<file path="config.mk">
export PLATFORM = sky130hd
export DESIGN_NAME = grc_sqrt
export DESIGN_NICKNAME = d
export VERILOG_FILES = /design/src/rtl/grc_pkg.sv /design/src/rtl/grc_sqrt.sv
export SDC_FILE = /design/constraint.sdc
export NUM_CORES = 1
export LEC_CHECK = 0
export BUFFER_PORTS_ARGS = -buffer_cell sky130_fd_sc_hd__clkbuf_2
export CAP_MARGIN = 10
export CORE_UTILIZATION = 45
export CTS_CLUSTER_SIZE = 30
export DETAILED_ROUTE_END_ITERATION = 10
export PLACE_DENSITY = 0.73
export SYNTH_ARGS = -nofsm -noshare
export SYNTH_HDL_FRONTEND = slang
export SYNTH_SLANG_ARGS = --single-unit
</file>
<file path="constraint.sdc">
create_clock -name clk -period 2.9 [get_ports clk]
set_clock_uncertainty 0.2 [all_clocks]
set_input_delay 0.145 -clock clk [delete_from_list [all_inputs] [get_ports clk]]
set_output_delay 0.145 -clock clk [all_outputs]
set_load 0.1 [all_outputs]
</file>
<file path="src/rtl/grc_pkg.sv">
// Shared types, constants and tables for the grid ray caster.
`default_nettype none
package grc_pkg;

  localparam int MapSize  = 32;
  localparam int FracBits = 16;
  localparam int AddrW    = 10;                 // log2(MapSize * MapSize)
  localparam int MapDepth = MapSize * MapSize;
  localparam int CordicN  = 30;
  localparam int DivNW    = 48;                 // dividend width of the divider
  localparam int DivDW    = 31;                 // divisor width
  localparam int SqrtRW   = 44;                 // radicand width
  localparam int SqrtQW   = SqrtRW / 2;         // root width
  localparam int MaxSteps = MapSize + 2;

  localparam logic [5:0]  MAP_SIZE_C = 6'd32;
  localparam logic [5:0]  MAX_STEPS_C = 6'd34;
  localparam logic [30:0] ONE_DIR    = 31'h4000_0000;
  localparam logic [33:0] CORDIC_K   = 34'd652032874;
  localparam logic [21:0] DIST_MAX   = 22'h3F_FFFF;

  // Command codes
  localparam logic CMD_WRITE = 1'b0;
  localparam logic CMD_CAST  = 1'b1;

  // Configuration register indexes
  localparam logic [1:0] CFG_MAP_WIDTH  = 2'd0;
  localparam logic [1:0] CFG_MAP_HEIGHT = 2'd1;

  // Arctangent table in units of 2^-32 turn
  localparam logic [29:0] GRC_ATAN [0:CordicN-1] = '{
    30'd536870912, 30'd316933406, 30'd167458907, 30'd85004756, 30'd42667331,
    30'd21354465, 30'd10679838, 30'd5340245, 30'd2670163, 30'd1335087,
    30'd667544, 30'd333772, 30'd166886, 30'd83443, 30'd41722, 30'd20861,
    30'd10430, 30'd5215, 30'd2608, 30'd1304, 30'd652, 30'd326, 30'd163,
    30'd81, 30'd41, 30'd20, 30'd10, 30'd5, 30'd3, 30'd1
  };

  typedef enum logic [4:0] {
    ST_CLEAR,
    ST_IDLE,
    ST_DIR_GO,
    ST_DIR_WAIT,
    ST_FAM,
    ST_OFF_MUL,
    ST_OFF_DIV_GO,
    ST_OFF_DIV_WAIT,
    ST_STEP_DIV_GO,
    ST_STEP_DIV_WAIT,
    ST_ITER_CHK,
    ST_ITER_RD,
    ST_SQ_A,
    ST_SQ_B,
    ST_SQ_SUM,
    ST_SQRT_GO,
    ST_SQRT_WAIT,
    ST_NEXT_FAM,
    ST_DONE
  } grc_state_t;

endpackage
`default_nettype wire

</file>
<file path="src/rtl/grc_sqrt.sv">
// Digit-by-digit integer square root, one root bit per cycle.
`default_nettype none
module grc_sqrt import grc_pkg::*; (
  input  wire logic              clk,
  input  wire logic              rst_n,
  input  wire logic              start,
  input  wire logic [SqrtRW-1:0] radicand,
  output logic                   done,
  output logic      [SqrtQW-1:0] root
);

  logic              busy_r, done_r;
  logic [4:0]        cnt_r;
  logic [SqrtRW-1:0] rad_r;
  logic [SqrtQW+1:0] rem_r, trial, cand;
  logic [SqrtQW-1:0] root_r;
  logic              fits;

  always_comb begin
    trial = {rem_r[SqrtQW-1:0], rad_r[SqrtRW-1 -: 2]};
    cand  = {root_r, 2'b01};
    fits  = trial >= cand;
  end

  always_ff @(posedge clk) begin
    if (!rst_n) begin
      busy_r <= 1'b0;
      done_r <= 1'b0;
    end else begin
      done_r <= 1'b0;
      if (start) begin
        busy_r <= 1'b1;
        cnt_r  <= '0;
        rad_r  <= radicand;
        rem_r  <= '0;
        root_r <= '0;
      end else if (busy_r) begin
        rem_r  <= fits ? trial - cand : trial;
        root_r <= {root_r[SqrtQW-2:0], fits};
        rad_r  <= {rad_r[SqrtRW-3:0], 2'b00};
        cnt_r  <= cnt_r + 5'd1;
        if (cnt_r == 5'(SqrtQW - 1)) begin
          busy_r <= 1'b0;
          done_r <= 1'b1;
        end
      end
    end
  end

  assign done = done_r;
  assign root = root_r;

endmodule
`default_nettype wire

</file>
# --- Word-level counts from Yosys, hierarchy flattened ---
# Cells that the tools add are included.
classes:
  addsub: 2
  mul: 0
  n_div: 0
  order_cmp: 1
  n_eq_ne: 1
  shifts: 0
  muxes: 10
  bitwise_logic: 2
  reduce_logical: 3
ops:
  columns: ["op", "count"]
  rows:
  - ["2-to-1 mux 44 bit", 2]
  - ["2-to-1 mux 22 bit", 3]
  - [">= comparator 24 bit", 1]
  - ["subtractor 22 bit", 1]
  - ["adder 5 x 1 -> 5 bit (second input constant)", 1]
  - ["equality test 5 bit (second input constant)", 1]
  - ["2-to-1 mux 5 bit", 1]
  - ["2-to-1 mux 1 bit", 4]
  - ["OR reduction 3 bit", 1]
  - ["NOT 1 bit", 2]
  - ["AND reduction 2 bit", 1]
  - ["nonzero test 2 bit", 1]
totals:
  ff_bits: 95
  latchBits: 0
  ramBits: 0
  rom_bits: 0
  input_bits: 47
  output_inout_bits: 23
  elab_cells: 25
  memories: 0

# --- Longest topological paths before layout ---
# Gate-level depths: netlist of run 1.
logic_depth:
  depth_word: 4
  depth_mapped: 11

# --- Worst setup path after synthesis of run 1 ---
# No wires, ideal clock.
synth_timing:
  path_kind: "register -> register"
  from: "register root_r[3] (netlist: root[3])"
  to: "register rem_r[15] (data pin)"
  setup_ns: 0.269
  arrival_ns: 2.970
  required_time_ns: 2.431
  slack_ns: -0.539
  path_stages_with_launch: 12
  path_buffers: 2
  synth_period_minus_slack_ns: 3.439
  path_cell_list: "edfxtp_1 > inv_1 > ha_1 > buf_2 > nand4_1 > inv_1 > a21oi_2 > o21ai_2 > a211oi_4 > buf_6 > mux2i_1 > nor2_1"
synth_via:
  elab_chain_len: 3
  word_cells_on_any_way: 4
  cone_classes: "add/sub (1); order compare (1); mux (2)"
synth_rtl:
  columns: ["item", "line", "rtl"]
  rows:
  - ["start: declaration", "grc_sqrt.sv:16", "logic [SqrtQW-1:0] root_r;"]
  - ["start signal: assignment", "grc_sqrt.sv:39", "root_r <= {root_r[SqrtQW-2:0], fits};"]
  - ["subtractor 22 bit or >= comparator 24 bit (tied branches)", "grc_sqrt.sv:38, grc_sqrt.sv:22", null]
  - ["2-to-1 mux 22 bit (*)", "grc_sqrt.sv:38", "rem_r <= fits ? trial - cand : trial;"]
  - ["2-to-1 mux 22 bit (*)", "grc_sqrt.sv:37", "end else if (busy_r) begin"]
  - ["end signal: assignment", "grc_sqrt.sv:38", null]
  - ["end: declaration", "grc_sqrt.sv:15", "logic [SqrtQW+1:0] rem_r, trial, cand;"]
# Mark *: on every way between the ends. The rest lies on a longest branch, timed or not. The select of a mux whose other input is x is not followed.
# A chain may end at the register's enable or synchronous reset.

# --- Worst setup path in the final report of run 1 ---
layout_timing:
  from: "register rem_r[15]"
  to: "register rem_r[21] (data pin)"
layout_via:
  elab_chain_len: 3
  word_cells_on_any_way: 4
  cone_classes: "add/sub (1); order compare (1); mux (2)"
layout_rtl:
  columns: ["item", "line"]
  rows:
  - ["subtractor 22 bit or >= comparator 24 bit (tied branches)", "grc_sqrt.sv:38, grc_sqrt.sv:22"]
  - ["2-to-1 mux 22 bit (*)", "grc_sqrt.sv:38"]
  - ["2-to-1 mux 22 bit (*)", "grc_sqrt.sv:37"]
# Marks and branches as above.

==> results of run 1 <==
==> what timing repair did <==
item	in CTS	in global routing
hold buffers	45	0
gates resized for setup	0	5
setup buffers	0	1
setup endpoints to repair	0	17
hold endpoints to repair	45	0
==> metrics by stage <==
stage / cell area, um2 / setup TNS [ps]
2_1_floorplan: 5370 / -8490
3_3_place_gp: 5900 / 0
3_5_place_dp: 5900 / 0
4_1_cts: 6690 / 0
5_1_grt: 6710 / -541
6_report: 6710 / 0
==> flip-flops by register name, indices dropped and copies added (netlist names) <==
signal,cells
busy_r,1
cnt_r,5
done,1
rad_r,44
rem_r,22
root,22
==> metal layers <==
layer  share of wire [%]  global-route usage (%)  up-vias
met5                   0                       0        -
met4                 1.6                    5.73        0
met3                 5.2                    6.00       16
met2                  52                    35.6      111
met1                  41                    22.7     1799
li1                    -                       -     1848
==> cell usage in the layout, fill, tap and decap left out, types with 2 or more instances in the layout <==
master	count
clkbuf_2	68
o21ai_1	2
and2_1	2
ha_2	4
dlygate4sd3_1	45
inv_2	2
a211oi_2	2
buf_12	2
edfxtp_1	93
nor2_1	53
o21ai_2	3
buf_4	15
a21oi_1	22
nand3_1	5
o211ai_1	7
o221a_2	2
inv_1	28
xnor2_1	8
ha_4	3
nor2b_1	5
nand2b_1	3
nand4_1	4
mux2_2	42
a31oi_1	4
a21oi_2	4
xor2_1	13
ha_1	19
o21bai_1	2
dfxtp_1	2
or3_1	2
o21a_1	3
clkbuf_16	9
mux2i_1	16
nand2_1	22
bufinv_16	2
a21o_1	4
inv_6	2
nor3_1	7
o21ai_0	10
o31a_1	2
==> area by class of cell <==
cell class              instances  area (um2)  area share (%)
clock buffers                   9         225            3.36
clock inverters                 7         114            1.70
inverters                      31         119            1.77
multi-input cells             293        2290            34.2
flip-flops and latches         95        2830            42.2
well taps                     143         179            2.67
repair buffers                130         943            14.1
==> worst max-delay path by stage <==
stage / cells after the start / startpoint / endpoint / slack, ps
floorplan: 11 / root[9] / rem_r[15] / -430
global placement: 9 / root[0] / rem_r[13] / 170
detailed placement: 9 / root[0] / rem_r[13] / 110
CTS: 9 / root[0] / rem_r[13] / 80
global route: 10 / root[5] / rem_r[11] / -60
finish: 8 / rem_r[15] / rem_r[21] / 120
==> cell families (layout without fill, tap and decap cells) <==
logic type | Yosys count | after routing | share of synthesized area, %
and+or+nand+nor | 110 | 110 | 9.92
DFF | 95 | 95 | 53.8
AOI/OAI and AO/OA | 77 | 77 | 10.1
muxes | 58 | 58 | 12.0
buffers and inverters | 53 | 177 | 4.28
adders and majority gates | 26 | 26 | 6.18
xor gates and xnor gates | 22 | 22 | 3.66
==> power by group <==
group	internal [W]	total (W)	switching (W)
logic	0.000408	0.000996	0.000589
clock network	0.000777	0.00132	0.000546
registers	0.00164	0.00168	0.0000454
total	0.00282	0.00400	0.00118
==> results.json, run 1 <==
{
  "fin_util_pct": 58.7,
  "r2r-end": "rem_r[21]",
  "post-synth-top-count-cell": "edfxtp_1",
  "cts_root_buf": "clkbuf_16",
  "synth.top_cell.area_share_pct": 53.1,
  "grt_pass1_vias": 3944,
  "min_from": "start",
  "cp-start-kind": "flop",
  "drc": 0,
  "synth_area_um2": 5260,
  "worst_pin_slew_ps": 560,
  "avgSynthCellArea_um2": 11.9,
  "peakVddDrop_uv": 491,
  "fillers": 966,
  "worst-path-buf-inv": 1,
  "clockBufferDepth": 2,
  "worstPathRequired_ps": 2910,
  "dieArea_um2": 12100,
  "vias": 3774,
  "viasPerCell": 5.33,
  "synthCells": 441,
  "crit_slowest_cell": "edfxtp_1",
  "placed_cells": 646,
  "pin_count": 70,
  "synth_nets": 514,
  "die_h_um": 110,
  "clock_sinks": 95,
  "dieWidth_um": 110,
  "cts.clk_slew.worst_paths_ps": 70,
  "drv_cap": 0,
  "power.total_w": 0.00400,
  "grtUsageTotal_pct": 19.8,
  "finalHoldViolCount": 0,
  "slowest_delay_ps": 420,
  "final.min_clock_period_ps": 2780,
  "finalNetCount": 633,
  "gp_congestion": 0.869,
  "critPathKind": "reg2reg",
  "cp_cell_sequence": "ha_2, nand4_1, or3_4, nor4_4, a211oi_4, buf_4, or3_1, a21oi_2",
  "yosys_warnings": 0,
  "pre_cts_slack_ps": 109,
  "dp_hpwl_um": 7220,
  "synth.largest_area_cell": "edfxtp_1",
  "row_count": 39,
  "antenna_left": 0,
  "grt_pass1_wl_um": 18400,
  "antenna_found_initial": 0,
  "relSlewSlack_pct": 62.8,
  "async_flop_share_pct": 0,
  "gr-total-overflow": 0,
  "wire_per_inst_um": 15.4,
  "slew_violations": 0,
  "core_area_um2": 11400,
  "initial_core_util_pct": 46.1,
  "ys_types": 49,
  "hold_slack_ps": 115,
  "ys_ff_latch": 95,
  "final_cell_count_no_fill": 708,
  "synth-edff-count": 93,
  "min_to": "rad_r[0]",
  "critical-path-top-delay-family": "simple AND/OR/NAND/NOR gates",
  "path_max_fanout": 14,
  "cts_tree": "yes",
  "first_pass_iters": 4,
  "crit_arrival_ps": 2780,
  "numPortBuffers": 69,
  "rsz0062_at_grt": "true",
  "htreeDepth": 3,
  "r2r_cells": 8,
  "diodes": 0,
  "max_freq_mhz": 360,
  "wl_um": 10900,
  "synth_common_cells": "edfxtp_1, nor2_1, mux2_2, inv_1, ha_1",
  "synth.area.top_cells": "edfxtp_1, mux2_2, ha_1",
  "crit_path_end_kind": "flop",
  "ys.flop_type": "edfxtp_1",
  "rrSetupSlack_ps": 120,
  "insertion_delay_ps": 350,
  "first_iter_violations": 133,
  "grt_max_degree": 42,
  "area_delta_synth_final_pct": 27.5,
  "setup_viol": 0,
  "drive_above_1_share_pct": 30.6,
  "cts_buffers": 9,
  "hold_path_class": "in2reg",
  "power_density_nw_per_um2": 597,
  "ys_seq_area_share_pct": 53.8,
  "outcome": "completed",
  "period_share_pct": 95.7,
  "static-leakage-power_nw": 2.72,
  "fin_ws_ps": 124,
  "rr_startpoint": "rem_r[15]",
  "hold_depth": 2
}
No activity file was read; power rests on OpenSTA's default activity.
==> run 2, diff against run 1 <==
--- a/config.mk
+++ b/config.mk
@@ -11,6 +11,7 @@
 export CTS_CLUSTER_SIZE = 30
 export DETAILED_ROUTE_END_ITERATION = 10
 export PLACE_DENSITY = 0.73
+export RECOVER_POWER = 100
 export SYNTH_ARGS = -nofsm -noshare
 export SYNTH_HDL_FRONTEND = slang
 export SYNTH_SLANG_ARGS = --single-unit
==> constraint.sdc (replaced) <==
create_clock -name clk -period 2.9 [get_ports clk]
set_clock_uncertainty 0.2 [all_clocks]
set_input_delay 0.29 -clock clk [delete_from_list [all_inputs] [get_ports clk]]
set_output_delay 0.29 -clock clk [all_outputs]
set_load 0.1 [all_outputs]
==> results.json, run 2 (synthesis gave the netlist of run 1 again) <==
{
  "final.min_clock_period_ps": 2790,
  "core_area_um2": 11400,
  "power.total_w": 0.00372,
  "final_cell_count_no_fill": 661,
  "fin_util_pct": 53.8,
  "dp_hpwl_um": 7150,
  "area_delta_synth_final_pct": 16.7,
  "relSlewSlack_pct": -1.01,
  "grt_pass1_vias": 3547,
  "period_share_pct": 96.2,
  "finalHoldViolCount": 0,
  "hold_path_class": "in2reg",
  "row_count": 39,
  "antenna_left": 0,
  "htreeDepth": 3,
  "worstPathRequired_ps": 2910,
  "peakVddDrop_uv": 429,
  "clockBufferDepth": 2,
  "multiInputGateArea_um2": 2300,
  "viasPerCell": 5.35,
  "insertion_delay_ps": 350,
  "initial_core_util_pct": 46.1,
  "gp_congestion": 0.874,
  "grt_pass1_wl_um": 16300,
  "max_freq_mhz": 359,
  "slew_violations": 64,
  "wl_um": 9940,
  "grt_max_degree": 64,
  "violations": "max-capacitance violations, max-slew violations",
  "vias": 3539,
  "outcome": "complete, but fails checks",
  "drv_cap": 1,
  "crit_path_end_kind": "flop",
  "setup_viol": 0,
  "top_register": "rad_r",
  "drc": 0,
  "drive_above_1_share_pct": 28.2,
  "rsz0062_at_grt": "false",
  "largest_register_ffs": 44,
  "pin_count": 70,
  "wire_per_inst_um": 15.0,
  "cts.clk_slew.worst_paths_ps": 70,
  "first_pass_iters": 4,
  "fin_ws_ps": 111,
  "worst_pin_slew_ps": 1520,
  "cp-start-kind": "flop",
  "dieArea_um2": 12100,
  "pre_cts_slack_ps": 96.8,
  "crit_arrival_ps": 2800,
  "power_density_nw_per_um2": 606,
  "final-seq-area_um2": 2830,
  "grtUsageTotal_pct": 17.9,
  "numPortBuffers": 69,
  "first_iter_violations": 97,
  "critPathKind": "reg2reg",
  "diodes": 0,
  "static-leakage-power_nw": 2.41,
  "finalNetCount": 586,
  "dieWidth_um": 110,
  "cts_root_buf": "clkbuf_16",
  "gr-total-overflow": 0,
  "layout_common_cells": "edfxtp_1, nor2_1, clkbuf_2",
  "placed_cells": 643,
  "fillers": 1037,
  "clock_sinks": 95,
  "final_common_cell": "edfxtp_1",
  "cts_buffers": 9,
  "die_h_um": 110,
  "cts_tree": "yes",
  "path_max_fanout": 4,
  "antenna_found_initial": 0
}
[run 2: changes by cell type in the layout (fill, tap and decap cells not counted), moves of 3 or more]
| cell | previous run | this run |
|---|---|---|
| clkbuf_1 | 0 | 25 |
| clkinv_4 | 1 | 4 |
| clkbuf_2 | 68 | 46 |
| buf_4 | 15 | 10 |
| dlygate4sd3_1 | 45 | 1 |
[run 2: where the power goes]
part	internal, W	switching (W)
Combinational	0.000361	0.000567
Sequential	0.00164	0.0000463
Clock	0.000586	0.000519
[run 2: path summary, 6_finish.rpt]
path,from,to,slack [ps],cells after the start
worst max register to register,rem_r[9],rem_r[21],110,9
worst min-delay path,radicand[1],rad_r[1],30,2
worst min register to register,busy_r,done,260,2
worst max-delay path,rem_r[9],rem_r[21],110,9
[run 2: cell type report]
cell class	count	share of cell area [%]
clock buffer	10	3.73
tap	143	2.91
sequential	95	46.1
multi-input combinational	293	37.4
inverter	31	1.94
timing repair buffer	83	7.11
clock inverter	6	0.774
[run 2: through the flow]
stage               instance area [um2]  hold WS, ps  TNS (ps)
CTS                                6160         10.4         0
finish                             6140         26.1         0
detailed placement                 5880          258         0
global route                       6140         22.2         0
global placement                   5880          254         0
floorplan                          5370          215     -8490
[run 2: what timing repair did]
action | CTS | global route
endpoints found under the setup margin | 0 | 13
endpoints found under the hold margin | 1 | 0
gates resized for setup | 0 | 7
hold buffers | 1 | 0
setup buffers | 0 | 1
[run 2: per-layer routing]
layer	part of all wire [%]	track usage (%)	vias up
met3	5.9	5.17	18
li1	-	-	1752
met4	2.7	9.30	0
met2	47	28.7	87
met1	44	21.8	1682
met5	0	0	-
[run 2: worst max-delay path, stage by stage, from the launching register on]
cell      delay (ps)
edfxtp_1         410
ha_2             390
buf_4            140
nand4_1          170
nor3_1           190
o21ai_0          110
o211ai_1         390
a311oi_1         150
or3_1            370
a21oi_2          110
