--- config.mk ---
export PLATFORM = sky130hd
export DESIGN_NAME = grc_div
export DESIGN_NICKNAME = d
export VERILOG_FILES = /design/src/rtl/grc_pkg.sv /design/src/rtl/grc_div.sv
export SDC_FILE = /design/constraint.sdc
export NUM_CORES = 1
export LEC_CHECK = 0
export ABC_CLOCK_PERIOD_IN_PS = 4800
export BUFFER_PORTS_ARGS = -buffer_cell sky130_fd_sc_hd__buf_2
export CORE_ASPECT_RATIO = 1.1
export CORE_MARGIN = 10
export CORE_UTILIZATION = 50
export DETAILED_ROUTE_END_ITERATION = 8
export GPL_TIMING_DRIVEN = 0
export PLACE_DENSITY = 0.73
export SLEW_MARGIN = 20
export SYNTH_ARGS = -nofsm -noshare
export SYNTH_HDL_FRONTEND = slang
export SYNTH_SLANG_ARGS = --single-unit
--- constraint.sdc ---
create_clock -name clk -period 4.8 [get_ports clk]
set_input_delay 0.24 -clock clk [delete_from_list [all_inputs] [get_ports clk]]
set_output_delay 0.24 -clock clk [all_outputs]
set_load 0.05 [all_outputs]
--- src/rtl/grc_pkg.sv ---
// Shared types, constants and tables for the grid ray caster.
`default_nettype none
package grc_pkg;

  localparam int MapSize  = 32;
  localparam int FracBits = 16;
  localparam int AddrW    = 10;                 // log2(MapSize * MapSize)
  localparam int MapDepth = MapSize * MapSize;
  localparam int CordicN  = 30;
  localparam int DivNW    = 48;                 // dividend width of the divider
  localparam int DivDW    = 31;                 // divisor width
  localparam int SqrtRW   = 44;                 // radicand width
  localparam int SqrtQW   = SqrtRW / 2;         // root width
  localparam int MaxSteps = MapSize + 2;

  localparam logic [5:0]  MAP_SIZE_C = 6'd32;
  localparam logic [5:0]  MAX_STEPS_C = 6'd34;
  localparam logic [30:0] ONE_DIR    = 31'h4000_0000;
  localparam logic [33:0] CORDIC_K   = 34'd652032874;
  localparam logic [21:0] DIST_MAX   = 22'h3F_FFFF;

  // Command codes
  localparam logic CMD_WRITE = 1'b0;
  localparam logic CMD_CAST  = 1'b1;

  // Configuration register indexes
  localparam logic [1:0] CFG_MAP_WIDTH  = 2'd0;
  localparam logic [1:0] CFG_MAP_HEIGHT = 2'd1;

  // Arctangent table in units of 2^-32 turn
  localparam logic [29:0] GRC_ATAN [0:CordicN-1] = '{
    30'd536870912, 30'd316933406, 30'd167458907, 30'd85004756, 30'd42667331,
    30'd21354465, 30'd10679838, 30'd5340245, 30'd2670163, 30'd1335087,
    30'd667544, 30'd333772, 30'd166886, 30'd83443, 30'd41722, 30'd20861,
    30'd10430, 30'd5215, 30'd2608, 30'd1304, 30'd652, 30'd326, 30'd163,
    30'd81, 30'd41, 30'd20, 30'd10, 30'd5, 30'd3, 30'd1
  };

  typedef enum logic [4:0] {
    ST_CLEAR,
    ST_IDLE,
    ST_DIR_GO,
    ST_DIR_WAIT,
    ST_FAM,
    ST_OFF_MUL,
    ST_OFF_DIV_GO,
    ST_OFF_DIV_WAIT,
    ST_STEP_DIV_GO,
    ST_STEP_DIV_WAIT,
    ST_ITER_CHK,
    ST_ITER_RD,
    ST_SQ_A,
    ST_SQ_B,
    ST_SQ_SUM,
    ST_SQRT_GO,
    ST_SQRT_WAIT,
    ST_NEXT_FAM,
    ST_DONE
  } grc_state_t;

endpackage
`default_nettype wire

--- src/rtl/grc_div.sv ---
// Restoring divider, one quotient bit per cycle.
`default_nettype none
module grc_div import grc_pkg::*; (
  input  wire logic             clk,
  input  wire logic             rst_n,
  input  wire logic             start,
  input  wire logic [DivNW-1:0] dividend,
  input  wire logic [DivDW-1:0] divisor,
  output logic                  done,
  output logic      [DivNW-1:0] quotient
);

  logic             busy_r, done_r;
  logic [5:0]       cnt_r;
  logic [DivDW:0]   rem_r;
  logic [DivNW-1:0] quo_r;
  logic [DivDW-1:0] dvs_r;
  logic [DivDW:0]   trial;
  logic             fits;

  always_comb begin
    trial = {rem_r[DivDW-1:0], quo_r[DivNW-1]};
    fits  = trial >= {1'b0, dvs_r};
  end

  always_ff @(posedge clk) begin
    if (!rst_n) begin
      busy_r <= 1'b0;
      done_r <= 1'b0;
    end else begin
      done_r <= 1'b0;
      if (start) begin
        busy_r <= 1'b1;
        cnt_r  <= '0;
        rem_r  <= '0;
        quo_r  <= dividend;
        dvs_r  <= divisor;
      end else if (busy_r) begin
        rem_r <= fits ? trial - {1'b0, dvs_r} : trial;
        quo_r <= {quo_r[DivNW-2:0], fits};
        cnt_r <= cnt_r + 6'd1;
        if (cnt_r == 6'(DivNW - 1)) begin
          busy_r <= 1'b0;
          done_r <= 1'b1;
        end
      end
    end
  end

  assign done     = done_r;
  assign quotient = quo_r;

endmodule
`default_nettype wire

* Word-level counts from Yosys, hierarchy flattened
Index checks and enable logic that the tools add are counted.
** Cells by class
- Add/sub/neg operators :: 2
- Magnitude comparators :: 1
- Equal/unequal tests :: 1
- Mux-type cells :: 9
- Bitwise logic cells :: 2
- Reduce and logical (&&, ||, !) cells :: 4
** Operators with widths (count)
- 2-to-1 mux 48 bit :: 2
- 2-to-1 mux 31 bit :: 2
- greater-or-equal comparator 32 x 31 -> 1 bit :: 1
- subtractor 31 bit :: 1
- adder 6 x 1 -> 6 bit, second input constant :: 1
- equality test 6 bit, second input constant :: 1
- 2-to-1 mux 6 bit :: 1
- 2-to-1 mux 1 bit :: 4
- AND reduction 2 bit :: 2
- OR reduction 3 bit :: 1
- inverter 1 bit :: 2
- nonzero test 2 bit :: 1
** Storage, ports and cells
- Bits in registers :: 118
- Bits of input ports :: 82
- Output and inout bits :: 49
- Word-level logic and storage cells :: 25

* Logic depth before layout (Yosys ltp)
Gate-level depths: netlist of the first run.
- Depth after elaboration :: 4
- Gate-level depth with buffers :: 14
- Gate-level depth less buffers :: 11

* Worst setup path after synthesis of the first run
Ideal clock, no wire load.
- Path kind :: register to register
- Start point :: register quo_r[47], in the netlist quotient[47]
- End point :: register rem_r[27], data pin
- Data arrival time :: 2.911 ns
- Data required time :: 4.539 ns
- Slack :: 1.628 ns
- Stages on the path, launching flop included :: 13
- Buffers on the path :: 2
- Cell sequence :: edfxtp_1 inv_1 ha_1 fa_1 nand2b_1 a21o_1 a211oi_1 a211oi_2 a21o_1 and2_1 buf_6 buf_6 a311o_1
** On the way
- Cells in the longest elaborated chain, start to end :: 3
- Elaborated cells between the ends (all ways) :: 4
** RTL lines
- from (decl) :: line grc_div.sv:16 : logic [DivNW-1:0] quo_r;
- from (signal assigned) :: line grc_div.sv:36 : quo_r <= dividend;
- from (signal assigned) :: line grc_div.sv:40 : quo_r <= {quo_r[DivNW-2:0], fits};
- subtractor 31 bit / greater-or-equal comparator 32 x 31 -> 1 bit (equally long branches) :: line grc_div.sv:39, grc_div.sv:23
- 2-to-1 mux 31 bit (*) :: line grc_div.sv:39 : rem_r <= fits ? trial - {1'b0, dvs_r} : trial;
- 2-to-1 mux 31 bit (*) :: line grc_div.sv:38 : end else if (busy_r) begin
- to (signal assigned) :: line grc_div.sv:39
- to (decl) :: line grc_div.sv:15 : logic [DivDW:0] rem_r;
Every way passes the cells marked *; elsewhere a longest branch is shown, timed or not. The select of a mux whose other input is x is not followed.
A chain may end at the register's enable or synchronous reset.

* Final worst setup path of the first run
- Start point :: register quo_r[47], in the netlist quotient[47]
- End point :: register rem_r[20], data pin
The elaborated chain is that of the path after synthesis.

==> flow_summary.yaml, run 1 <==
status:
  status: "complete, no violations"
global_route:
  grt_pass1_wl_mm: 27.4
  grt_max_degree: 51
  grt_remaining_overflow: 0
  grt_pass1_vias: 5523
  track_usage_pct: 18.7
  grt_antenna_before_repair: 0
critical_path:
  arrival_ps: 3690
  cp_max_fo: 10
  critPathLaunch: "quotient[47]$_DFFE_PP_"
  startpoint_type: "register"
  r2r_end: "rem_r[20]$_SDFFCE_PP0P_"
  r2r_start: "quotient[47]$_DFFE_PP_"
  required_ps: 5050
  endpoint_kind: "register"
  r2r_slack_ps: 1370
  critPathKind: "reg2reg"
  reg2reg_depth: 12
worst_hold_path:
  hold_start: "dividend[43]"
  holdPathEnd: "quotient[43]$_DFFE_PP_"
  hold_depth: 2
  hold_path.class: "in2reg"
pwr:
  power-per-cell-area_mw_per_mm2: 392
  totalPowerFinal_mw: 3.28
  power_leakage_nw: 3.49
  ir_drop_v: 0.000255
clock_tree:
  clock_path_buffers: 2
  root_buffer: "clkbuf_16"
  clkTransAtPathRegs_ps: 60
  cts_buffers: 17
  postCtsSetupRepairBufs: 0
  hold_buffers: 31
  cts_tree: "yes"
  cts.sinks: 118
  clock_latency_ps: 420
  cts-resized-gates: 0
  htree_levels: 4
finish:
  drive_gt1_share_pct: 31.3
  final_core_util_pct: 63.8
  nets: 860
  regArea_mm2: 0.00352
  final.fill_count: 1058
  final_common_cell: "buf_2"
  mostFrequentLayoutCells: "buf_2 (134), edfxtp_1 (116), nand2_1 (57)"
  num_antenna_cells: 0
  multi_input_area_mm2: 0.00281
  syn2layout_area_growth_pct: 26.3
yosys:
  synth_area_leaders: "edfxtp_1 (53%), mux2_2 (8.2%), ha_1 (6.0%), a21oi_1 (3.3%), nand2_1 (3.2%)"
  synth-edff-count: 116
  async_reset_ff_share_pct: 0
  yosysWarnings: 0
  netlist.area_leader.share_pct: 52.6
  yosysUniqueCellTypes: 59
  ys_ff_latch: 118
  yosysTopAreaCell: "edfxtp_1"
  yosys_most_used_dff: "edfxtp_1"
  netlist_area_mm2: 0.00662
  avgSynthCellArea_um2: 11.7
  syn_inst: 565
  synth.yosys.seq_area_share_pct: 53.2
  synthesis.nets: 680
place:
  io_buffers: 129
  dpl.hpwl_mm: 12.1
  gp_congestion: 0.953
timing:
  drv_slew: 0
  rsz0062_at_grt: "false"
  tightest_slew_ps: 708
  fin_crit_ps: 3430
  fin_skew_ps: 9.90
  setup_viol: 0
  report.final.hold_viol_count: 0
  timing.final.crit_share_pct: 71.5
  fin_setup_tns_ps: 0
  slew_headroom_pct: 52.7
  clock.fmax_ghz: 0.291
drt:
  antenna_left: 0
  wl_per_cell_um: 18.0
  drtPass1Iterations: 5
  drc_errors: 0
  via_per_inst: 5.58
  drt_iter0_drc: 341
  routed_wl_mm: 16.6
  via_count: 5129
run:
  cap_violations: 0
floorplan:
  die_height_um: 141
  rows: 44
  top_level_ports: 131
  die_w_um: 130
  die-area_mm2: 0.0182
  core-area_mm2: 0.0131
  start_util_pct: 50.5
[worst max-delay path, cell delays in order, from the launching register on]
cell      delay (ps)
edfxtp_1         370
inv_1             60
ha_1             220
fa_1             390
nand2b_1         200
a21o_1           220
a211oi_1         320
a211oi_2         150
a21o_1           230
nand2_1          360
clkbuf_1         450
nand2_1          100
a21oi_1          190
[state kept, by name, summed over array words and instances, names as in the netlist]
signal and cells:
rem_r 31, busy_r 1, cnt_r 6, done 1, dvs_r 31, quotient 48
[kinds of logic (layout without fill, tap and decap cells)]
family / Yosys count / in the layout / share of synthesized area (%)
muxes: 48 / 48 / 8.16
AOI/OAI and AO/OA: 126 / 126 / 13.3
DFF: 118 / 118 / 53.2
xor gates and xnor gates: 24 / 24 / 3.18
and+or+nand+nor: 151 / 151 / 11.3
adders and majority gates: 33 / 33 / 6.35
buffers and inverters: 65 / 258 / 4.46
[Yosys cell counts (4+ instances only)]
master,n
and3_1,5
nand3_1,17
edfxtp_1,116
nand4_1,12
nor4_1,5
buf_6,6
ha_1,32
o21bai_1,5
and2_1,4
o211ai_1,4
xnor2_1,12
buf_2,5
clkbuf_1,13
nor2_1,23
a211oi_1,8
a21oi_1,44
nor3_1,5
xor2_1,12
nand2b_1,4
o21ai_0,9
a31oi_1,5
nand2_1,57
o21ai_1,4
inv_1,39
a21o_1,20
and4_1,4
mux2_2,48
[worst max-delay path by stage]
stage / to / slack [ps] / cells past startpoint
after floorplan: rem_r[27]$_SDFFCE_PP0P_ / 1630 / 12
after global placement: quotient[29]$_DFFE_PP_ / 450 / 3
after detailed placement: rem_r[29]$_SDFFCE_PP0P_ / 1440 / 11
after CTS: rem_r[12]$_SDFFCE_PP0P_ / 1410 / 12
after global routing: rem_r[5]$_SDFFCE_PP0P_ / 1150 / 12
final: rem_r[20]$_SDFFCE_PP0P_ / 1370 / 12
[stage by stage]
step	setup slack (ps)	area, um^2	cells	hold WS [ps]
2_1_floorplan	1630	6620	565	339
3_3_place_gp	449	7470	855	418
3_5_place_dp	1440	7500	856	418
4_1_cts	1410	8360	919	105
5_1_grt	1150	8360	919	116
6_report	1370	8360	919	120
[layout make-up]
cell class	count	area share, %
repair buffers	161	11.8
flip-flops and latches	118	42.1
multi-input cells	382	33.6
plain buffers	26	1.78
clock buffers	20	5.34
inverters	39	1.75
clock inverters	12	1.26
well taps	161	2.41
[power breakdown]
part | switching (mW) | internal, mW | total, mW
logic | 0.484 | 0.317 | 0.801
clock network | 0.470 | 0.723 | 1.19
registers | 0.0402 | 1.24 | 1.28
[metal layers]
metal / vias to the layer above / wire [um] / track usage, %
li1: 2474 / - / -
met1: 2415 / 6820 / 21.9
met2: 202 / 7760 / 29.5
met3: 38 / 1570 / 7.91
met4: 0 / 415 / 7.76
met5: - / 0 / 0
No activity file was read; power rests on OpenSTA's default activity.
==> run 2: changes to the inputs <==
--- a/config.mk
+++ b/config.mk
@@ -5,14 +5,14 @@
 export SDC_FILE = /design/constraint.sdc
 export NUM_CORES = 1
 export LEC_CHECK = 0
-export ABC_CLOCK_PERIOD_IN_PS = 4800
+export ABC_CLOCK_PERIOD_IN_PS = 3100
 export BUFFER_PORTS_ARGS = -buffer_cell sky130_fd_sc_hd__buf_2
 export CORE_ASPECT_RATIO = 1.1
 export CORE_MARGIN = 10
 export CORE_UTILIZATION = 50
 export DETAILED_ROUTE_END_ITERATION = 8
 export GPL_TIMING_DRIVEN = 0
-export PLACE_DENSITY = 0.73
+export PLACE_DENSITY = 0.76
 export SLEW_MARGIN = 20
 export SYNTH_ARGS = -nofsm -noshare
 export SYNTH_HDL_FRONTEND = slang
==> constraint.sdc (replaced) <==
create_clock -name clk -period 3.1 [get_ports clk]
set_input_delay 0.155 -clock clk [delete_from_list [all_inputs] [get_ports clk]]
set_output_delay 0.155 -clock clk [all_outputs]
set_load 0.05 [all_outputs]
==> run 2 against run 1 <==
Global-route usage decreased by 0.23 points. Final cell count is 0.76% higher. Final area is 2.3% higher. Combinational power grew 62%. Sequential cell count did not move. Sequential power grew 55%. Maximum frequency increased by 13%. Clock skew rose by 7.0 ps. Non-clock buffer count is 7 higher. Core utilization is 1.5 points higher. Via count up 1.9%. Highest routed layer unchanged.
==> flow_summary.yaml, run 2 (synthesis results as in run 1) <==
status:
  status: "complete, no violations"
floorplan:
  core-area_mm2: 0.0131
  die_height_um: 141
  rows: 44
  die_w_um: 130
  top_level_ports: 131
  start_util_pct: 50.5
  die-area_mm2: 0.0182
critical_path:
  critPathKind: "reg2reg"
  crit_slowest_cell: "edfxtp_1"
  r2r_end: "rem_r[30]$_SDFFCE_PP0P_"
  r2r_slack_ps: 70
  path_buf_inv: 3
  critPathLaunch: "rem_r[5]$_SDFFCE_PP0P_"
  reg2reg_depth: 12
  max_stage_delay_ps: 390
  crit_top_cell: "a211oi_4"
  crit_family: "compound AO/OA/AOI/OAI gates"
  required_ps: 3260
  r2r_start: "rem_r[5]$_SDFFCE_PP0P_"
  startpoint_type: "register"
  path_cells: "ha_1 > buf_2 > or2_0 > a21oi_2 > a211oi_4 > a211oi_4 > a21o_1 > and2_4 > buf_6 > buf_8 > nor4_1 > a311o_1"
  arrival_ps: 3190
  cp_max_fo: 10
  endpoint_kind: "register"
clock_tree:
  htree_levels: 4
  cts_buffers: 17
  root_buffer: "clkbuf_16"
  clock_path_buffers: 2
  clkTransAtPathRegs_ps: 60
  cts.sinks: 118
  clock_latency_ps: 420
  cts_tree: "yes"
global_route:
  grt_max_degree: 50
  grt_antenna_before_repair: 0
  grt_pass1_vias: 5607
  grt_pass1_wl_mm: 27.0
  track_usage_pct: 18.5
  grt_remaining_overflow: 0
finish:
  num_antenna_cells: 0
  nets: 867
  syn2layout_area_growth_pct: 29.2
  design_area_mm2: 0.00855
  multi_input_area_mm2: 0.00291
  regArea_mm2: 0.00352
  instances_no_fill: 926
  largest_reg_flops: 48
  final_common_cell: "buf_2"
  drive_gt1_share_pct: 34.8
  final.fill_count: 999
  mostFrequentLayoutCells: "buf_2 (133), edfxtp_1 (116), nand2_1 (56)"
place:
  io_buffers: 129
  dpl.hpwl_mm: 12.2
  post-place-cells: 856
  gp_congestion: 0.938
  place_area_mm2: 0.00750
drt:
  via_count: 5224
  routed_wl_mm: 16.7
  antenna_left: 0
  drc_errors: 0
  via_per_inst: 5.64
  drt_iter0_drc: 350
  wl_per_cell_um: 18.0
  drtPass1Iterations: 5
worst_hold_path:
  holdPathEnd: "quotient[25]$_DFFE_PP_"
  hold_start: "dividend[25]"
  hold_path.class: "in2reg"
  hold_depth: 2
pwr:
  power_leakage_nw: 3.54
  power-per-cell-area_mw_per_mm2: 609
  ir_drop_v: 0.000450
timing:
  tightest_slew_ps: 708
  report.final.hold_viol_count: 0
  fin_skew_ps: 16.9
  timing.final.crit_share_pct: 97.6
  drv_slew: 0
  setup_viol: 0
  holdWs_ps: 34.4
  slew_headroom_pct: 52.8
  clock.fmax_ghz: 0.330
  fin_crit_ps: 3030
run:
  cap_violations: 0
run 2: changes by cell type in the layout (fill, tap and decap cells not counted), sizes merged:
cell / before / now
buf: 143 / 150
clkinv: 8 / 7
clkbuf: 33 / 30
clkinvlp: 2 / 4
bufinv: 1 / 2
inv: 40 / 41
run 2: final cells by class:
class / count / area share (%)
tap: 161 / 2.35
clock buffer: 17 / 4.97
clock inverter: 15 / 1.83
sequential: 118 / 41.2
inverter: 39 / 1.71
buffer: 26 / 1.89
multi-input combinational: 382 / 34.0
timing repair buffer: 168 / 12.0
run 2: worst max path at each step:
stage / endpoint / cells after the start
floorplan: rem_r[27]$_SDFFCE_PP0P_ / 12
global placement: quotient[31]$_DFFE_PP_ / 3
detailed placement: quotient[0]$_DFFE_PP_ / 9
CTS: rem_r[30]$_SDFFCE_PP0P_ / 11
global route: rem_r[23]$_SDFFCE_PP0P_ / 11
finish: rem_r[30]$_SDFFCE_PP0P_ / 12
run 2: power by group:
group / total, mW / switching (mW) / internal, mW
clock network: 1.92 / 0.739 / 1.18
logic: 1.30 / 0.772 / 0.531
registers: 1.99 / 0.0652 / 1.92
run 2: routing by layer:
layer / wire length, um / up-vias / global-route usage, %
li1: - / 2492 / -
met1: 6650 / 2483 / 20.6
met2: 8080 / 227 / 30.4
met3: 1710 / 22 / 8.70
met4: 221 / 0 / 6.04
met5: 0 / - / 0
run 2: repair_timing:
item                                    4_1_cts  5_1_grt
gates resized for setup                       5       21
endpoints found under the setup margin       32       30
hold buffers                                 31        0
endpoints found under the hold margin        31        0
pin swaps                                     1        7
buffers inserted                              0        7
run 2: stage by stage:
| stage | util [%] | worst slack, ps | total power [mW] | TNS (ps) |
|---|---|---|---|---|
| 3_3_place_gp | 57.0 | -1140 | 3.19 | -101010 |
| 4_1_cts | 64.2 | 2.69 | 5.18 | 0 |
| 5_1_grt | 65.3 | -41.2 | 5.44 | -161 |
| 2_1_floorplan | - | 1.44 | 2.91 | 0 |
| 6_report | 65.3 | 73.2 | 5.21 | 0 |
| 3_5_place_dp | 57.3 | -233 | 3.21 | -5040 |
==> run 3: changes to the inputs <==
--- a/config.mk
+++ b/config.mk
@@ -5,14 +5,14 @@
 export SDC_FILE = /design/constraint.sdc
 export NUM_CORES = 1
 export LEC_CHECK = 0
+export ABC_AREA = 1
 export ABC_CLOCK_PERIOD_IN_PS = 3100
 export BUFFER_PORTS_ARGS = -buffer_cell sky130_fd_sc_hd__buf_2
 export CORE_ASPECT_RATIO = 1.1
 export CORE_MARGIN = 10
-export CORE_UTILIZATION = 50
+export CORE_UTILIZATION = 25
 export DETAILED_ROUTE_END_ITERATION = 8
 export GPL_TIMING_DRIVEN = 0
-export PLACE_DENSITY = 0.76
 export SLEW_MARGIN = 20
 export SYNTH_ARGS = -nofsm -noshare
 export SYNTH_HDL_FRONTEND = slang
==> run 3 against run 2 <==
Clock power rose by 7%. Sequential cell count did not move. Synthesized cell count rose by 70%. Setup slack gained 430 ps. Sequential share of layout area is 5.2 points lower. Largest power group is now clock.
==> flow_summary.yaml, run 3 <==
clock_tree:
  clock_path_buffers: 2
  htree_levels: 4
  cts.sinks: 118
  clkTransAtPathRegs_ps: 70
  clock_latency_ps: 430
  cts_tree: "yes"
  postCtsSetupRepairBufs: 0
  root_buffer: "clkbuf_16"
  cts_buffers: 17
critical_path:
  crit_slowest_cell: "fa_1"
  path_cells: "inv_1 > ha_1 > fa_1 > inv_1 > nand2_1 > nand2_1 > nand3_2 > nand2_2 > nand2_1 > nand3_2 > nand2_4 > nand2_8 > inv_6 > buf_6 > nor2_1 > nor2_1"
  required_ps: 3270
  crit_top_cell: "nand2_1"
  arrival_ps: 2770
  path_buf_inv: 4
  cp_max_fo: 10
  startpoint_type: "register"
  critPathKind: "reg2reg"
  endpoint_kind: "register"
  max_stage_delay_ps: 420
  crit_family: "simple AND/OR/NAND/NOR gates"
global_route:
  grt_pass1_vias: 6871
  grt_pass1_wl_mm: 34.5
  grt_remaining_overflow: 0
  track_usage_pct: 11.6
  grt_antenna_before_repair: 0
  grt_max_degree: 49
yosys:
  async_reset_ff_share_pct: 0
  synth-edff-count: 116
  netlist_area_mm2: 0.00743
  synthesis.nets: 1077
  yosysUniqueCellTypes: 37
  netlist.area_leader.share_pct: 46.9
  yosysWarnings: 0
  yosysTopAreaCell: "edfxtp_1"
  ys_ff_latch: 118
  synthTopCellsByCount: "nand2_1 (390), inv_1 (150), edfxtp_1 (116), nor2_1 (100), nand3_1 (33)"
  syn_inst: 962
  synth.yosys.seq_area_share_pct: 47.4
  yosys_most_used_dff: "edfxtp_1"
  synth_most_common_cell: "nand2_1"
  avgSynthCellArea_um2: 7.72
  synth_area_leaders: "edfxtp_1 (47%), nand2_1 (20%), inv_1 (7.6%), ha_1 (5.4%), nor2_1 (5.1%)"
floorplan:
  die_height_um: 201
  core-area_mm2: 0.0295
  die_w_um: 184
  top_level_ports: 131
  rows: 66
  start_util_pct: 25.2
  die-area_mm2: 0.0370
place:
  io_buffers: 129
  place_area_mm2: 0.00858
  gp_congestion: 0.900
  dp_worst_setup_slack_ps: 499
  dpl.hpwl_mm: 15.9
pwr:
  power-per-cell-area_mw_per_mm2: 596
  swShare_pct: 35.2
  switching_power_mw: 2.06
  ir_drop_v: 0.000421
  pwr-share-comb_pct: 29.8
  seq_power_share_pct: 35.0
  p_int_mw: 3.78
  power_leakage_nw: 4.90
  clkPwrFrac_pct: 35.2
timing:
  timing.final.crit_share_pct: 83.6
  tightest_slew_ps: 724
  slew_headroom_pct: 51.7
  fin_skew_ps: 15.8
  setup_ws_ps: 507
  rsz0062_at_grt: "false"
  clock.fmax_ghz: 0.386
  setup_viol: 0
  fin_setup_tns_ps: 0
  fin_crit_ps: 2590
  drv_slew: 0
  report.final.hold_viol_count: 0
finish:
  regArea_mm2: 0.00352
  multi_input_area_mm2: 0.00320
  nets: 1287
  drive_gt1_share_pct: 17.3
  mostFrequentLayoutCells: "nand2_1 (389), inv_1 (149), buf_2 (130)"
  largest_reg_flops: 48
  syn2layout_area_growth_pct: 31.8
  num_antenna_cells: 0
  design_area_mm2: 0.00979
  final_common_cell: "nand2_1"
  final.fill_count: 3072
  final_core_util_pct: 33.2
drt:
  via_count: 6535
  via_per_inst: 4.19
  antenna_left: 0
  wl_per_cell_um: 13.5
  drtPass1Iterations: 4
  routed_wl_mm: 21.0
  met2_length_mm: 9.61
  drt_iter0_drc: 356
  dr_wl_met3_mm: 1.84
  routed.top_layer: "met4"
  drc_errors: 0
  wl_met1_mm: 9.40
run:
  cap_violations: 0
worst_hold_path:
  hold_path.class: "in2reg"
status:
  status: "complete, no violations"
run 3: changes by cell type in the layout (fill, tap and decap cells not counted), moves of 13 or more:
cell,change
nor2_1,+77
inv_1,+111
a21oi_1,-19
a21o_1,-19
nor2_2,+13
dlygate4sd3_1,+30
nand3_1,+16
nand2_1,+333
mux2_2,-48
run 3: path summary, 6_finish.rpt:
check	start	endpoint	slack [ps]	cells past startpoint
setup / recovery	quotient[47]$_DFFE_PP_	rem_r[23]$_SDFFCE_PP0P_	510	16
hold / removal	dividend[45]	quotient[45]$_DFFE_PP_	10	3
setup reg to reg	quotient[47]$_DFFE_PP_	rem_r[23]$_SDFFCE_PP0P_	510	16
hold reg to reg	quotient[22]$_DFFE_PP_	quotient[23]$_DFFE_PP_	540	2
run 3: layout make-up:
type | count | area share (%)
inverters | 155 | 5.99
clock buffers | 17 | 4.34
clock inverters | 15 | 1.84
multi-input cells | 669 | 32.7
flip-flops and latches | 118 | 36.0
repair buffers | 191 | 13.1
plain buffers | 20 | 1.25
well taps | 374 | 4.78
run 3: logic make-up (layout without fill, tap and decap cells):
| logic type | Yosys count | after routing | share of synthesized area (%) |
|---|---|---|---|
| AO/OA/AOI/OAI | 48 | 48 | 3.40 |
| adder cells (fa/ha/maj) | 33 | 33 | 5.66 |
| buffers and inverters | 175 | 398 | 9.55 |
| flip-flops | 118 | 118 | 47.4 |
| AND/OR/NAND/NOR | 574 | 574 | 32.3 |
| XOR/XNOR | 14 | 14 | 1.65 |
run 3: metal layers:
layer	track usage, %	vias to the layer above
li1	-	3429
met1	13.8	2913
met2	18.8	181
met3	4.87	12
met4	3.02	0
met5	0	-
run 3: stage by stage:
step	std cells	hold WS, ps	power, mW
2_1_floorplan	962	254	3.33
3_5_place_dp	1466	333	3.76
6_report	1559	14.0	5.84
4_1_cts	1559	0.00655	5.91
5_1_grt	1559	3.18	6.21
3_3_place_gp	1465	334	3.75
run 3: power groups by stage:
stage | clock (mW) | sequential (mW) | combinational, mW
global placement | 0 | 2.08 | 1.67
floorplan | 0 | 2.25 | 1.08
CTS | 2.10 | 2.04 | 1.76
finish | 2.05 | 2.04 | 1.74
detailed placement | 0 | 2.07 | 1.69
global route | 2.17 | 2.06 | 1.97
run 3: what timing repair did:
action | CTS | global route
hold endpoints to repair | 61 | 0
resized for setup | 0 | 0
endpoints found under the setup margin | 0 | 0
hold buffers | 61 | 0
run 3: worst reg2reg max path: cells and delay by family (launching register included):
| family | cells | cell delay [ps] |
|---|---|---|
| flops | 1 | 370 |
| fa+ha+maj | 2 | 640 |
| simple gates | 10 | 960 |
| buf+inv | 4 | 380 |
